### src/rtl/fbf_pkg.sv
package fbf_pkg;

  localparam int MAX_TAPS    = 128;
  localparam int SAMPLE_BITS = 16;
  localparam int ACC_BITS    = 40;
  localparam int FRAC_BITS   = SAMPLE_BITS - 1;
  localparam int PROD_W      = 2 * SAMPLE_BITS;
  localparam int ADDR_W      = $clog2(MAX_TAPS);
  localparam int CNT_W       = $clog2(MAX_TAPS + 1);
  localparam int HIST_DEPTH  = 1 << ADDR_W;
  localparam int IDX_W       = 7;
  localparam int CFG_W       = 8;
  localparam int TAPS_RESET  = 96;

  localparam logic CMD_LOAD   = 1'b0;
  localparam logic CMD_FILTER = 1'b1;

  typedef struct packed {
    logic                          command;
    logic [IDX_W-1:0]              tap_index;
    logic signed [SAMPLE_BITS-1:0] tap_value;
    logic signed [SAMPLE_BITS-1:0] sample_in;
    logic                          block_last;
  } in_t;

  typedef struct packed {
    logic signed [SAMPLE_BITS-1:0] sample_out;
    logic                          out_last;
  } out_t;

  typedef struct packed {
    logic clear;
    logic op_valid;
  } mac_ctl_t;

  // round half up to the sample grid, then clamp to the sample range
  function automatic logic [SAMPLE_BITS-1:0] round_sat(input logic signed [ACC_BITS-1:0] acc);
    logic signed [ACC_BITS:0] t;
    logic signed [ACC_BITS:0] hi;
    logic signed [ACC_BITS:0] lo;
    logic [SAMPLE_BITS-1:0]   res;
    t  = $signed((ACC_BITS+1)'(acc >>> FRAC_BITS));
    t  = t + $signed({{ACC_BITS{1'b0}}, acc[FRAC_BITS-1]});
    hi = $signed((ACC_BITS+1)'((2 ** (SAMPLE_BITS - 1)) - 1));
    lo = $signed((ACC_BITS+1)'(-(2 ** (SAMPLE_BITS - 1))));
    if (t > hi) begin
      res = hi[SAMPLE_BITS-1:0];
    end else if (t < lo) begin
      res = lo[SAMPLE_BITS-1:0];
    end else begin
      res = t[SAMPLE_BITS-1:0];
    end
    return res;
  endfunction

endpackage

### src/rtl/fbf_mac.sv
module fbf_mac (
  input  logic                                    clk,
  input  logic                                    rst,
  input  fbf_pkg::mac_ctl_t                       ctl,
  input  logic signed [fbf_pkg::SAMPLE_BITS-1:0]  tap,
  input  logic signed [fbf_pkg::SAMPLE_BITS-1:0]  smp,
  output logic signed [fbf_pkg::ACC_BITS-1:0]     acc,
  output logic                                    busy
);

  logic signed [fbf_pkg::PROD_W-1:0] prod;
  logic                              prod_v;

  always_ff @(posedge clk) begin
    if (rst) begin
      prod_v <= 1'b0;
    end else begin
      prod_v <= ctl.op_valid;
    end
  end

  always_ff @(posedge clk) begin
    prod <= tap * smp;
    if (ctl.clear) begin
      acc <= '0;
    end else if (prod_v) begin
      // wraps at the accumulator width
      acc <= acc + fbf_pkg::ACC_BITS'(prod);
    end
  end

  assign busy = prod_v;

endmodule

### config.mk
export PLATFORM = sky130hd
export DESIGN_NAME = fbf_mac
export DESIGN_NICKNAME = d
export VERILOG_FILES = /design/src/rtl/fbf_pkg.sv /design/src/rtl/fbf_mac.sv
export SDC_FILE = /design/constraint.sdc
export NUM_CORES = 1
export LEC_CHECK = 0
export BUFFER_PORTS_ARGS = -buffer_cell sky130_fd_sc_hd__buf_2
export CORE_ASPECT_RATIO = 0.8
export CORE_UTILIZATION = 58
export DETAILED_ROUTE_END_ITERATION = 8
export PLACE_DENSITY = 0.76
export REMOVE_ABC_BUFFERS = 1
export SETUP_SLACK_MARGIN = 0.15
export SLEW_MARGIN = 20
export SYNTH_ARGS = -nofsm -noshare
export SYNTH_HDL_FRONTEND = slang
export SYNTH_SLANG_ARGS = --single-unit
export TNS_END_PERCENT = 20
### constraint.sdc
create_clock -name clk -period 6.35 [get_ports clk]
set_input_delay 1.27 -clock clk [delete_from_list [all_inputs] [get_ports clk]]
set_output_delay 1.27 -clock clk [all_outputs]
set_load 0.01 [all_outputs]
[Word level (Yosys, flattened, before mapping)]
Cells that the tools add are included.
Cells by class
  add/subtract/negate cells: 1
  multiplexer cells: 0
  $mul: 1
  shift operators: 0
  div/mod/pow operators: 0
  equality and inequality tests: 0
  bitwise operators: 0
  reductions and logical operators: 0
  $lt $le $gt $ge: 0
Operator list (count)
  40-bit by 32-bit adder with 40-bit output: 1
  16-bit by 16-bit multiplier with 32-bit output: 1
Word-level totals
  bits in latches: 0
  bits of input ports: 36
  memories kept: 0
  flip-flop bits (word level): 73
  logic and storage cells: 5
  bits in writable memories: 0
  output and inout port bits: 41
  memory bits (read-only): 0

[Depth between registers and ports, before layout]
  depth after elaboration: 1
  mapped depth: 23
  mapped depth without buffers: 22

[Worst setup path before layout]
No wires, ideal clock.
  path type: input port to flip-flop
  start: in tap[15] in the netlist's numbering
  end: reg prod[31] in the netlist's numbering
  required time: 6.278 ns
  data arrival time: 6.768 ns
  path buffers: 2
  setup time: 0.072 ns
  stages on the path: 21
  path slack: -0.490 ns
  cells stage by stage: clkbuf_1 -> nand2_1 -> inv_1 -> fa_1 -> fa_1 -> fa_1 -> fa_1 -> fa_1 -> inv_1 -> fa_1 -> inv_1 -> ha_1 -> clkbuf_1 -> nand4_1 -> nor2_1 -> a221o_1 -> a32o_1 -> a211oi_2 -> o31ai_1 -> a21oi_1 -> xnor2_1
Between the ends
  cells in the longest elaborated chain, start to end: 1
Ends and longest elaborated chain
  start, declared: line fbf_mac.sv:5  | input logic signed [fbf_pkg::SAMPLE_BITS-1:0] tap,
  16-bit by 16-bit multiplier with 32-bit output: line fbf_mac.sv:23  | prod <= tap * smp;
  end signal, assigned: line fbf_mac.sv:23
  end, declared: line fbf_mac.sv:11  | logic signed [fbf_pkg::PROD_W-1:0] prod;
No other way between the ends.
A chain may end at the register's enable or synchronous reset.

[Worst setup path in the final report]
  start: in tap[12] in the netlist's numbering
  end: reg prod[31] in the netlist's numbering
Same word-level chain as after synthesis.

==> metrics.md <==
| Metric | Value |
|---|---|
| CTS Sinks | `73` |
| Estimated wirelength of the detail-placed design | `28.1 mm` |
| CTS buffer count | `9` |
| Synth-to-layout area growth | `17.6%` |
| Crit Path Class | `in -> reg` |
| CTS H-tree lvls | `3` |
| DR DRC count | `0` |
| FMAX | `155 MHz` |
| Initial antenna violation count | `0` |
| Worst Setup Slack, final | `-0.0960 ns` |
| Mean Syn Cell Area | `9.10 um^2` |
| Final Hold Vio Count | `0` |
| Antenna viol nets, final | `0` |
| CP Max Fanout | `6` |
| # nets final | `2158` |
| PortBufs | `76` |
| DR vias | `11200` |
| Rel. slew slack | `37.5%` |
| Die Y-Extent | `141 um` |
| Worst-path clk slew | `0.06 ns` |
| Mapped Area | `0.0141 mm^2` |
| Final period util | `102%` |
| Worst Skew | `0.00813 ns` |
| Post-synth top cells | `inv_1 (297), fa_1 (263), nand2_1 (146), and2_1 (129), ha_1 (121)` |
| Yosys warns | `0` |
| Number of flops mapped to enable cells by yosys | `0` |
| Worst skew pair latency | `0.34 ns` |
| Top-count cell post-synth | `inv_1` |
| Top post-synthesis cells by area | `fa_1 (37%), ha_1 (11%), dfxtp_1 (10%)` |
| Hold Crit Class | `reg -> reg` |
| Starting Density | `59.7%` |
| Core area | `0.0236 mm^2` |
| Synthesis-stage register bit count | `73` |
| Crit end category | `register` |
| Die extent in x | `176 um` |
| Worst-Margin Slew | `0.937 ns` |
| Sequential-to-total area share from yosys stat | `10.4%` |
| Yosys top cell by area | `fa_1` |
| Fraction of layout cells with a size suffix above 1 | `19.2%` |
| Post-synth cell types | `70` |
| CTS tree | `done` |
| Post-Route WL | `33.6 mm` |
| Crit path arrival time | `6.67 ns` |
| Via density | `5.46` |
| Post-synth top flop | `dfxtp_1` |
| Status | `finished with violations` |
| Row cnt | `50` |
| Ys async rst share | `0%` |
| First-pass GRT wire length | `55.9 mm` |
| CTS max path bufs | `2` |
| Nature of the critical path startpoint | `input port` |
| Die ar. | `0.0250 mm^2` |
| Unrepaired setup endpoints after global routing | `yes` |
| Worst path required time | `6.57 ns` |
| Failing checks | `negative setup slack` |
| Post-synth top area share | `37.3%` |
| I/O pin total | `77` |
| Setup TNS | `-0.136 ns` |
| Clock root cell | `clkbuf_16` |
| Syn Inst Count | `1550` |
| # hold bufs at CTS | `0` |
| Max Cap Viol | `0` |
| Slew Viols, Final | `0` |
| Wirelength per Cell | `16.4 um` |
| Vias in the first global route | `11400` |
| Drt pass-1 iters | `5` |
| Final min period | `6.45 ns` |
| Total GRT Usage | `28.0%` |
| Largest net degree at the start of global routing | `60` |
| Total grt overflow | `0` |
| Ant. Diodes | `0` |
| Placer Congestion | `0.923` |
| Final setup fails | `2` |
| DR iter-0 viols | `834` |
[placed cells by master (no fill, tap or decap), types with 4 or more instances in the layout]
| cell type | synthesis | routed |
|---|---|---|
| o21ai_1 | 5 | 7 |
| and3_1 | 8 | 8 |
| nor3_1 | 8 | 8 |
| a31oi_1 | 6 | 5 |
| o21ai_0 | 25 | 20 |
| nor2_1 | 70 | 67 |
| inv_2 | 0 | 11 |
| o22ai_1 | 6 | 6 |
| a211o_1 | 6 | 6 |
| o211ai_1 | 6 | 6 |
| buf_2 | 3 | 52 |
| a21o_1 | 40 | 40 |
| o21bai_1 | 6 | 6 |
| ha_4 | 0 | 5 |
| clkbuf_16 | 0 | 9 |
| nor3b_1 | 8 | 8 |
| and2_1 | 129 | 117 |
| nand3_1 | 22 | 22 |
| o21a_1 | 8 | 8 |
| ha_1 | 121 | 115 |
| mux2i_1 | 25 | 25 |
| a21oi_2 | 1 | 12 |
| a211oi_2 | 3 | 4 |
| xor2_1 | 17 | 17 |
| nand2b_1 | 17 | 17 |
| a21oi_1 | 59 | 48 |
| nand4_1 | 5 | 5 |
| inv_1 | 297 | 285 |
| a211oi_1 | 6 | 4 |
| xnor2_1 | 47 | 47 |
| buf_4 | 0 | 144 |
| nor2b_1 | 8 | 8 |
| buf_6 | 0 | 30 |
| dfxtp_1 | 73 | 72 |
| fa_2 | 0 | 12 |
| fa_1 | 263 | 251 |
| and2_4 | 0 | 12 |
| nand2_1 | 146 | 142 |
[repair_timing]
item | in CTS | in global routing
setup buffers | 5 | 10
pin swaps | 58 | 41
setup endpoints to repair | 13 | 16
resized for setup | 89 | 49
[stage by stage]
step / setup WS [ns] / std cells / util, % / area (um^2) / hold slack (ns)
2_1_floorplan: -0.250 / 1496 / - / 13900 / 0.501
3_3_place_gp: -0.574 / 2024 / 66.5 / 15700 / 0.489
3_5_place_dp: -0.686 / 2024 / 66.5 / 15700 / 0.494
4_1_cts: -0.0437 / 2044 / 69.3 / 16400 / 0.504
5_1_grt: -0.283 / 2054 / 70.2 / 16600 / 0.532
6_report: -0.0960 / 2054 / 70.2 / 16600 / 0.505
[sequential cells by signal, summed over array words and instances, names as in the netlist]
signal and count:
prod 32, busy 1, acc 40
[critical path: stages]
cell      delay [ns]
buf_8           0.11
and2_4          0.15
fa_1            0.56
inv_2           0.05
fa_1            0.48
fa_1            0.52
inv_2           0.05
fa_1            0.47
fa_1            0.54
inv_1           0.06
fa_1            0.49
inv_2           0.05
ha_4            0.20
a21o_1          0.15
a21o_1          0.17
a21o_1          0.17
a221o_1         0.34
a32o_2          0.27
a211oi_4        0.22
o31ai_2         0.11
a21oi_1         0.16
xnor2_1         0.09
[layer usage]
metal	share of wire [%]	global-route usage, %	vias up
met4	1.3	5.44	0
met2	45	44.9	391
met1	47	42.1	5530
met5	0	0	-
li1	-	-	5246
met3	6.5	2.06	38
[final cells by class]
class	count	area (um^2)
inverter	297	1120
fill	1770	7060
clock inverter	5	56.3
clock buffer	10	239
timing repair buffer	231	1740
multi-input combinational	1126	11600
tap	312	390
sequential	73	1460
[final timing paths]
check        startpoint       end  slack, ns  cells after the start
min             acc[32]   acc[32]       0.51                      2
min reg2reg     acc[32]   acc[32]       0.51                      2
max             tap[12]  prod[31]       -0.1                     22
max reg2reg      acc[0]   acc[36]       3.20                     12
[cell families (layout without fill, tap and decap cells)]
family          Yosys count  in the layout  share of synthesized area [%]
simple gates            439            439                           15.7
buf+inv                 351            543                           9.38
fa+ha+maj               384            384                           48.1
xor+xnor                 64             64                           3.97
mux                      27             27                           1.93
compound gates          212            212                           10.6
flops                    73             73                           10.4
Power is not shown: default switching activity piles up to over one toggle a cycle in this logic, so the estimate is an artifact.
